$ cat config.mk
export PLATFORM = sky130hd
export DESIGN_NAME = lcb_ctrl
export DESIGN_NICKNAME = d
export VERILOG_FILES = /design/src/hdl/lcb_pkg.sv /design/src/hdl/lcb_ctrl.sv
export VERILOG_INCLUDE_DIRS = /design/src /design/src/hdl
export SDC_FILE = /design/constraint.sdc
export NUM_CORES = 1
export LEC_CHECK = 0
export ABC_AREA = 1
export BUFFER_PORTS_ARGS = -buffer_cell sky130_fd_sc_hd__buf_2
export CORE_UTILIZATION = 30
export DETAILED_ROUTE_END_ITERATION = 7
export PLACE_DENSITY = 0.62
export REMOVE_ABC_BUFFERS = 1
export SLEW_MARGIN = 30
export SYNTH_ARGS = -nofsm -noshare
export SYNTH_HDL_FRONTEND = slang
export SYNTH_SLANG_ARGS = --single-unit
$ cat constraint.sdc
create_clock -name clk -period 1.4 [get_ports clk]
set_input_delay 0.14 -clock clk [delete_from_list [all_inputs] [get_ports clk]]
set_output_delay 0.14 -clock clk [all_outputs]
set_load 0.03 [all_outputs]
$ cat src/hdl/assert_macros.svh
// Assertion helpers shared by the RTL modules.
// Both expect signals named clk and rst in the enclosing module.
`ifndef ASSERT_MACROS_SVH
`define ASSERT_MACROS_SVH

// The property must hold at every clock edge outside reset.
`define ASSERT_PROP(label, prop, msg) \
  label: assert property (@(posedge clk) disable iff (rst) prop) else $error(msg);

// The expression must never be true outside reset.
`define ASSERT_NEVER(label, expr, msg) \
  `ASSERT_PROP(label, !(expr), msg)

`endif

$ cat src/hdl/lcb_pkg.sv
package lcb_pkg;

  localparam int CAPACITY_DEF = 32;

  localparam int TAG_W    = 32;
  localparam int FRAME_W  = 16;
  localparam int KEY_W    = TAG_W + FRAME_W;
  localparam int SIZE_W   = 32;
  localparam int TOTAL_W  = 37;
  localparam int ENTRY_W  = 6;
  localparam int MEM_W    = 32;

  localparam int IN_DATA_W  = TAG_W + FRAME_W + SIZE_W;
  localparam int OUT_USED_W = 1 + TAG_W + FRAME_W + SIZE_W + TOTAL_W + ENTRY_W;
  localparam int OUT_DATA_W = ((OUT_USED_W + 7) / 8) * 8;
  localparam int OUT_PAD_W  = OUT_DATA_W - OUT_USED_W;

  localparam int CFG_IDX_W  = 2;
  localparam int CFG_DATA_W = 32;

  localparam logic [CFG_IDX_W-1:0] REG_MAX_ENTRIES = 2'd0;
  localparam logic [CFG_IDX_W-1:0] REG_MAX_MEMORY  = 2'd1;

  localparam logic [ENTRY_W-1:0] RST_MAX_ENTRIES = 6'd32;
  localparam logic [MEM_W-1:0]   RST_MAX_MEMORY  = 32'd268435456;

  typedef struct packed {
    logic load;
    logic lookup;
    logic emit_hit;
    logic check;
    logic evict;
    logic insert;
  } lcb_cmd_t;

  typedef struct packed {
    logic hit;
    logic need_evict;
    logic out_free;
  } lcb_sts_t;

endpackage

$ cat src/hdl/lcb_ctrl.sv
`include "assert_macros.svh"

module lcb_ctrl
  import lcb_pkg::*;
(
  input  logic     clk,
  input  logic     rst,
  input  logic     s_tvalid,
  output logic     s_tready,
  input  lcb_sts_t sts,
  output lcb_cmd_t cmd
);

  typedef enum logic [5:0] {
    S_IDLE   = 6'b000001,
    S_LOOKUP = 6'b000010,
    S_DECIDE = 6'b000100,
    S_CHECK  = 6'b001000,
    S_EVICT  = 6'b010000,
    S_INSERT = 6'b100000
  } state_t;

  state_t state;
  state_t state_next;

  always_ff @(posedge clk) begin
    if (rst) begin
      state <= S_IDLE;
    end else begin
      state <= state_next;
    end
  end

  assign s_tready = (state == S_IDLE);

  always_comb begin
    cmd        = '0;
    state_next = state;
    case (state)
      S_IDLE: begin
        if (s_tvalid) begin
          cmd.load   = 1'b1;
          state_next = S_LOOKUP;
        end
      end
      S_LOOKUP: begin
        cmd.lookup = 1'b1;
        state_next = S_DECIDE;
      end
      S_DECIDE: begin
        if (!sts.hit) begin
          state_next = S_CHECK;
        end else if (sts.out_free) begin
          cmd.emit_hit = 1'b1;
          state_next   = S_IDLE;
        end
      end
      S_CHECK: begin
        cmd.check  = 1'b1;
        state_next = sts.need_evict ? S_EVICT : S_INSERT;
      end
      S_EVICT: begin
        if (sts.out_free) begin
          cmd.evict  = 1'b1;
          state_next = S_CHECK;
        end
      end
      S_INSERT: begin
        if (sts.out_free) begin
          cmd.insert = 1'b1;
          state_next = S_IDLE;
        end
      end
      default: begin
        state_next = S_IDLE;
      end
    endcase
  end

  `ASSERT_PROP(a_emit_needs_room, (cmd.emit_hit || cmd.evict || cmd.insert) |-> sts.out_free, "result issued while output register is occupied")
  `ASSERT_PROP(a_load_then_lookup, cmd.load |=> cmd.lookup, "lookup did not follow an accepted transaction")

endmodule

==> results of run 1 <==
[critical path: stages (launching register included)]
cell     delay (ns)
dfxtp_2        0.34
nor2_4         0.18
inv_2          0.06
nor2_2         0.11
nand2_1        0.08
inv_1          0.08
buf_6          0.13
[metrics by stage]
step / area (um^2) / setup WS (ns) / hold slack [ns]
after CTS: 584 / 0.00352 / 0.135
after floorplan: 463 / -0.0605 / 0.202
after global placement: 542 / 0.213 / 0.389
after global routing: 644 / -0.00728 / 0.134
after detailed placement: 542 / 0.180 / 0.390
final: 644 / 0.0419 / 0.135
[cells by family (layout without fill, tap and decap cells)]
family | Yosys count | after routing | share of synthesized area
flops | 6 | 6 | 0.259
buf+inv | 13 | 29 | 0.105
compound gates | 9 | 9 | 0.122
simple gates | 41 | 41 | 0.513
[power breakdown]
group / internal [mW] / total [mW] / switching, mW
Clock: 0.0965 / 0.153 / 0.0561
Sequential: 0.180 / 0.190 / 0.0106
Combinational: 0.0490 / 0.136 / 0.0872
Total: 0.325 / 0.479 / 0.154
[per-layer routing]
layer	up-vias	global-route usage	share of wire
li1	258	-	-
met1	201	0.193	0.47
met2	15	0.219	0.47
met3	4	0.0163	0.043
met4	0	0.0968	0.016
met5	-	0	0
[worst paths after layout]
check	from	end	slack, ns
worst max-delay path	state[3]	cmd[4]	0.04
worst min-delay path	rst	state[5]	0.13
worst max register to register	state[3]	state[0]	0.28
worst min register to register	state[5]	state[5]	0.54
[timing repair]
action | in CTS | in global routing
endpoints found under the setup margin | 3 | 6
setup buffers | 0 | 1
pin swaps | 0 | 2
gates resized for setup | 7 | 19
[area by class of cell]
| cell class | instances | share of cell area |
|---|---|---|
| Sequential cell | 6 | 0.198 |
| Inverter | 13 | 0.0757 |
| Tap cell | 15 | 0.0291 |
| Timing Repair Buffer | 13 | 0.144 |
| Multi-Input combinational cell | 50 | 0.518 |
| Clock buffer | 3 | 0.0350 |
[cells in the mapped netlist (2+ instances only)]
| master | instances | area, um^2 |
|---|---|---|
| nand2_1 | 3 | 11.3 |
| nor2_4 | 4 | 45.0 |
| inv_2 | 4 | 15.0 |
| nor2_1 | 9 | 33.8 |
| nand2_2 | 5 | 31.3 |
| nand4_1 | 2 | 12.5 |
| nor2_2 | 6 | 37.5 |
| dfxtp_1 | 6 | 120 |
| nand3_1 | 8 | 40.0 |
| a21oi_1 | 3 | 15.0 |
| nor3_1 | 3 | 15.0 |
| o21ai_0 | 4 | 20.0 |
| inv_1 | 9 | 33.8 |
==> impl_metrics.yaml, run 1 <==
logic_synthesis:
  synth.distinct_cells: 16
  ys_seq_area_frac: 0.259
  synth_ff_type: "dfxtp_1"
  yosys_warnings: 0
  synth_edf_count: 0
  ys_ff_latch: 6
  syn_area_um2: 463
  async_flop_share: 0
  avgSynthCellArea_um2: 6.71
  syn_inst: 69
clock_tree:
  path_clk_slew_ns: 0.04
  clk_path_buf_depth: 2
  cts_made_buffers: 3
  clock_latency_ns: 0.24
  postCtsHoldBufs: 0
  cts_tree: "built"
  cts-root-buf: "clkbuf_4"
  h-tree-depth: 1
  clock_sinks: 6
final_layout:
  num_antenna_cells: 0
  finalNetCount: 93
  largest_reg_flops: 6
  stdcell_count: 100
  largest_register: "state"
  final_common_cell: "inv_1"
  multi_input_area_um2: 334
  reg_top3: "state (6)"
  final_cell_mix: "inv_1 (8), nor2_4 (7), nor2_1 (7)"
  fillers: 152
  regArea_um2: 128
  utilization: 0.472
  syn2layout_area_growth_pct: 39.2
  drive_gt1_frac: 0.600
sta:
  max_slew_margin: 0.866
  layout_worst_path_cycle_share: 0.970
  layout_min_cycle_time_ns: 1.36
  worst_clock_skew_ns: 0.00276
  drv_slew: 0
  tightest_slew_ns: 0.198
  maxClockFrequency_ghz: 0.736
  totalNegativeSetupSlack_ns: 0
  hold_viol: 0
  setup-violations-final: 0
floorplan:
  io_pins: 13
  coreArea_mm2: 0.00137
  dieWidth_um: 41.3
  initial_core_util: 0.339
  rows: 13
  dieArea_mm2: 0.00170
  die_height_um: 41.3
power_and_ir_drop:
  vdd_ir_drop_max_mv: 0.538
  leakage_nw: 0.287
  power_density_mw_per_mm2: 743
  power_mw: 0.479
worst_hold_path:
  hold-path-cell-count: 2
  min_path_type: "in -> reg"
global_routing:
  antenna_found_initial: 0
  overflow: 0
  grt_pass1_vias: 401
  grt_first_pass_wirelength_um: 1590
  grt_usage: 0.146
  grt_max_degree: 7
drt:
  dr.pass1.iters: 4
  avgViaCountPerCell: 4.78
  postRouteAntennaNets: 0
  drc: 0
  drt_iter0_drc: 4
  wl_um: 1090
  routed-via-count: 478
  routedWlPerCell_um: 10.9
outcome:
  status: "finished clean"
critical_path:
  endpoint_kind: "primary output"
  ff2ff_path_depth: 6
  crit_path_max_fanout: 4
  critPathKind: "reg -> out"
  cp_data_arrival_time_ns: 1.22
  critPathRequiredTime_ns: 1.26
  startpoint_type: "register"
placement:
  port_buffers: 12
  dp_hpwl_um: 913
  gp_congestion: 0.822
  numPlacedInstances: 96
flow_run:
  max_cap_viol_count: 0
Note: power is estimated with default switching activity, not from simulation.
==> inputs of run 2 (changes only) <==
PLACE_DENSITY = unset   (was 0.62)
==> run 2 against run 1 <==
Effect of this change:
- via count grew 3.6%
- clock skew shrank 0.0023 ns
- register-to-register slack lost 0.07 ns
- non-clock buffer count grew 3
- die area is the same
- critical endpoint is now cmd[1]
- critical path depth shrank 1
==> impl_metrics.yaml, run 2 (same netlist as run 1, synthesis figures left out) <==
sta:
  hold_viol: 0
  layout_worst_path_cycle_share: 0.980
  worst_clock_skew_ns: 0.000471
  layout_min_cycle_time_ns: 1.37
  timing.final.ws_setup_ns: 0.0282
  maxClockFrequency_ghz: 0.729
  setup-violations-final: 0
  rsz0062_at_grt: "yes"
  max_slew_margin: 0.848
  tightest_slew_ns: 0.228
  drv_slew: 0
worst_hold_path:
  hp-start: "rst"
  min_path_type: "in -> reg"
  hold-path-cell-count: 2
outcome:
  status: "finished clean"
clock_tree:
  path_clk_slew_ns: 0.04
  cts_tree: "built"
  h-tree-depth: 1
  clk_path_buf_depth: 2
  cts_made_buffers: 3
  cts-root-buf: "clkbuf_4"
  clock_sinks: 6
  clock_latency_ns: 0.24
  postCtsHoldBufs: 0
placement:
  dp_slack_ns: 0.197
  port_buffers: 12
  placed_cell_area_um2: 542
  dp_hpwl_um: 853
  gp_congestion: 0.801
global_routing:
  grt_usage: 0.150
  grt_pass1_vias: 381
  grt_first_pass_wirelength_um: 1590
  antenna_found_initial: 0
  grt_max_degree: 7
  overflow: 0
critical_path:
  ff2ff_path_depth: 6
  endpoint_kind: "primary output"
  cp_data_arrival_time_ns: 1.23
  critPathRequiredTime_ns: 1.26
  crit_path_max_fanout: 4
  critPathKind: "reg -> out"
  crit_start: "state[3]"
  r2r-start: "state[3]"
  startpoint_type: "register"
power_and_ir_drop:
  vdd_ir_drop_max_mv: 0.488
  power_mw: 0.487
  power_density_mw_per_mm2: 708
  leakage_nw: 0.301
final_layout:
  finalNetCount: 96
  fillers: 132
  largest_reg_flops: 6
  final_common_cell: "nor2_4"
  fin_area_um2: 687
  drive_gt1_frac: 0.614
  final_cell_mix: "nor2_4 (8), inv_1 (7), nor2_1 (7), nand3_1 (7)"
  reg_top3: "state (6)"
  syn2layout_area_growth_pct: 48.4
  num_antenna_cells: 0
  largest_register: "state"
drt:
  drc: 0
  avgViaCountPerCell: 4.81
  wl_um: 1140
  dr.pass1.iters: 3
  routed-via-count: 495
  postRouteAntennaNets: 0
  drt_iter0_drc: 10
  routedWlPerCell_um: 11.0
flow_run:
  max_cap_viol_count: 0
floorplan:
  dieArea_mm2: 0.00170
  io_pins: 13
  initial_core_util: 0.339
  rows: 13
  dieWidth_um: 41.3
  coreArea_mm2: 0.00137
  die_height_um: 41.3
-- run 2: worst paths after layout --
check	to	slack, ns
setup reg to reg	state[1]	0.21
setup / recovery	cmd[1]	0.03
hold / removal	state[5]	0.13
hold reg to reg	state[5]	0.56
-- run 2: repair_timing --
| action | in CTS | in global routing |
|---|---|---|
| pin swaps | 0 | 6 |
| hold endpoints to repair | 0 | 0 |
| resized for setup | 6 | 27 |
| setup buffers | 0 | 4 |
| endpoints found under the setup margin | 3 | 6 |
-- run 2: area by class of cell --
type	count	area [um^2]	area share
Multi-Input combinational cell	50	344	0.501
Sequential cell	6	129	0.188
Timing Repair Buffer	16	124	0.180
Inverter	13	48.8	0.0710
Clock buffer	3	22.5	0.0328
Tap cell	15	18.8	0.0273
-- run 2: metrics by stage --
step | hold slack (ns) | TNS (ns) | util | instances
3_5_place_dp | 0.389 | 0 | 0.397 | 96
3_3_place_gp | 0.389 | 0 | 0.397 | 96
2_1_floorplan | 0.202 | -0.0605 | - | 69
6_report | 0.134 | 0 | 0.503 | 103
4_1_cts | 0.138 | 0 | 0.424 | 99
5_1_grt | 0.127 | -0.0823 | 0.503 | 103
-- run 2: metal layers --
metal  track usage  wire [um]  vias up
li1              -          -      260
met2         0.207        545       13
met1         0.205        542      218
met3        0.0326         31        4
met4        0.0968         19        0
met5             0          0        -
-- run 2: worst max-delay path: stages (launching register included) --
cell     delay (ns)
dfxtp_4        0.36
nor2_4         0.18
buf_6          0.12
nand3_4        0.08
nor2_4         0.11
buf_6          0.13
-- run 2: power breakdown --
group,switching [mW],internal (mW),total (mW),leakage (nW)
Sequential,0.0110,0.178,0.189,0.0507
Combinational,0.0884,0.0524,0.141,0.236
Clock,0.0602,0.0968,0.157,0.0138
Total,0.160,0.327,0.487,0.301
==> inputs of run 3 (changes only) <==
ABC_AREA = unset   (was 1)
SETUP_SLACK_MARGIN = 0.02   (was unset)
==> run 3 against run 2 <==
Effect of this change:
- the flow now finishes with violations (setup timing)
- synthesized cell count is 28% lower
- cell area grew 4.6%
- sequential share of layout area down 1.7 points
- sequential power fell by 5%
- clock power up 4%
- register-to-register slack worse by 0.47 ns
- critical path type unchanged
- critical endpoint is now cmd[4]
==> impl_metrics.yaml, run 3 <==
global_routing:
  antenna_found_initial: 0
  grt_pass1_vias: 434
  grt_max_degree: 11
  grt_first_pass_wirelength_um: 2060
  overflow: 0
  grt_usage: 0.215
placement:
  numPlacedInstances: 85
  dp_hpwl_um: 820
  port_buffers: 12
  gp_congestion: 0.772
  dp_slack_ns: -0.254
logic_synthesis:
  syn_area_um2: 414
  synth_ff_type: "dfxtp_1"
  yosys_warnings: 0
  ys_ff_latch: 6
  ys_seq_area_frac: 0.290
  synth_common_cells: "nor2_1 (7), dfxtp_1 (6), inv_1 (3), nor3_1 (3)"
  avgSynthCellArea_um2: 8.28
  synth_area_leader_cell: "dfxtp_1"
  yosysMostFrequentCell: "nor2_1"
  synth.distinct_cells: 29
  synthTopCellsByArea: "dfxtp_1 (29%), nor2_1 (6.3%), nor4b_1 (4.2%)"
  async_flop_share: 0
  syn_inst: 50
  synth_edf_count: 0
  synth_top_cell_area_share: 0.290
clock_tree:
  clock_latency_ns: 0.25
  cts-root-buf: "clkbuf_4"
  cts_tree: "built"
  path_clk_slew_ns: 0.05
  cts_made_buffers: 3
  h-tree-depth: 1
  clk_path_buf_depth: 2
  clock_sinks: 6
drt:
  wl_um: 1330
  routed-via-count: 490
  dr.pass1.iters: 4
  drt_iter0_drc: 9
  postRouteAntennaNets: 0
  drc: 0
  routedWlPerCell_um: 14.4
  avgViaCountPerCell: 5.33
sta:
  tightest_slew_ns: 0.385
  layout_worst_path_cycle_share: 1.30
  rsz0062_at_grt: "yes"
  whs_ns: 0.121
  hold_viol: 0
  worst_clock_skew_ns: 0.00585
  maxClockFrequency_ghz: 0.549
  setup-violations-final: 12
  layout_min_cycle_time_ns: 1.82
  drv_slew: 0
  max_slew_margin: 0.741
  timing.final.ws_setup_ns: -0.421
final_layout:
  finalNetCount: 85
  multi_input_area_um2: 323
  stdcell_count: 92
  largest_register: "state"
  num_antenna_cells: 0
  final_common_cell: "buf_4"
  fillers: 128
  drive_gt1_frac: 0.610
  regArea_um2: 123
  largest_reg_flops: 6
  final_cell_mix: "buf_4 (14), buf_6 (8), nor2_1 (7)"
  syn2layout_area_growth_pct: 73.4
  reg_top3: "state (6)"
critical_path:
  endpoint_kind: "primary output"
  critPathKind: "reg -> out"
  startpoint_type: "register"
  critPathRequiredTime_ns: 1.26
  crit_path_max_fanout: 3
  cp_data_arrival_time_ns: 1.68
outcome:
  status: "finished with violations"
  violations: "setup timing"
power_and_ir_drop:
  vdd_ir_drop_max_mv: 0.417
  leakage_nw: 0.312
  power_mw: 0.445
  power_density_mw_per_mm2: 620
flow_run:
  max_cap_viol_count: 0
floorplan:
  initial_core_util: 0.322
  rows: 13
  dieArea_mm2: 0.00153
  die_height_um: 39.2
  coreArea_mm2: 0.00128
  dieWidth_um: 39.2
  io_pins: 13
worst_hold_path:
  min_path_type: "in -> reg"
-- run 3: cells by family (layout without fill, tap and decap cells) --
family / count (synthesis) / after routing / synth area share
buffers and inverters: 6 / 33 / 0.0846
XOR/XNOR: 1 / 1 / 0.0212
multiplexers: 1 / 1 / 0.0242
AND/OR/NAND/NOR: 27 / 27 / 0.435
flip-flops: 6 / 6 / 0.290
AO/OA/AOI/OAI: 9 / 9 / 0.145
-- run 3: through the flow --
stage / instance area, um^2 / util / setup TNS [ns]
after CTS: 653 / 0.508 / -3.00
after global placement: 552 / 0.429 / -1.07
after detailed placement: 552 / 0.429 / -1.29
final: 718 / 0.559 / -3.10
after global routing: 718 / 0.559 / -3.78
after floorplan: 390 / - / -3.35
-- run 3: path summary, 6_finish.rpt --
kind	to	cells past startpoint	from	slack, ns
worst max-delay path	cmd[4]	4	state[3]	-0.42
worst min-delay path	state[2]	2	rst	0.12
worst max register to register	state[0]	6	state[3]	-0.26
worst min register to register	state[0]	3	state[2]	0.63
-- run 3: repair_timing --
action / 4_1_cts / 5_1_grt
hold buffers: 0 / 0
resized for setup: 20 / 11
buffers inserted: 2 / 2
pin swaps: 7 / 5
setup endpoints to repair: 12 / 13
cloned: 0 / 0
-- run 3: worst max-delay path: stages, from the launching register on --
cell     delay [ns]
dfxtp_1        0.32
or4_4          0.54
or3b_4         0.39
inv_2          0.06
buf_6          0.12
-- run 3: per-layer routing --
metal	up-vias	GRT usage	routed length (um)
met1	237	0.253	574
met3	5	0.0925	85
met2	13	0.329	636
li1	235	-	-
met5	-	0	0
met4	0	0.103	31
-- run 3: area by class of cell --
cell class,instances,share of cell area
clock buffers,3,0.0314
well taps,15,0.0261
multi-input cells,38,0.449
inverters,3,0.0157
flip-flops and latches,6,0.171
repair buffers,27,0.307
-- run 3: where the power goes --
part	switching (mW)	leakage, nW	internal, mW
clock	0.0665	0.0138	0.0972
sequential	0.00244	0.0490	0.177
combinational	0.0528	0.249	0.0500
total	0.122	0.312	0.324
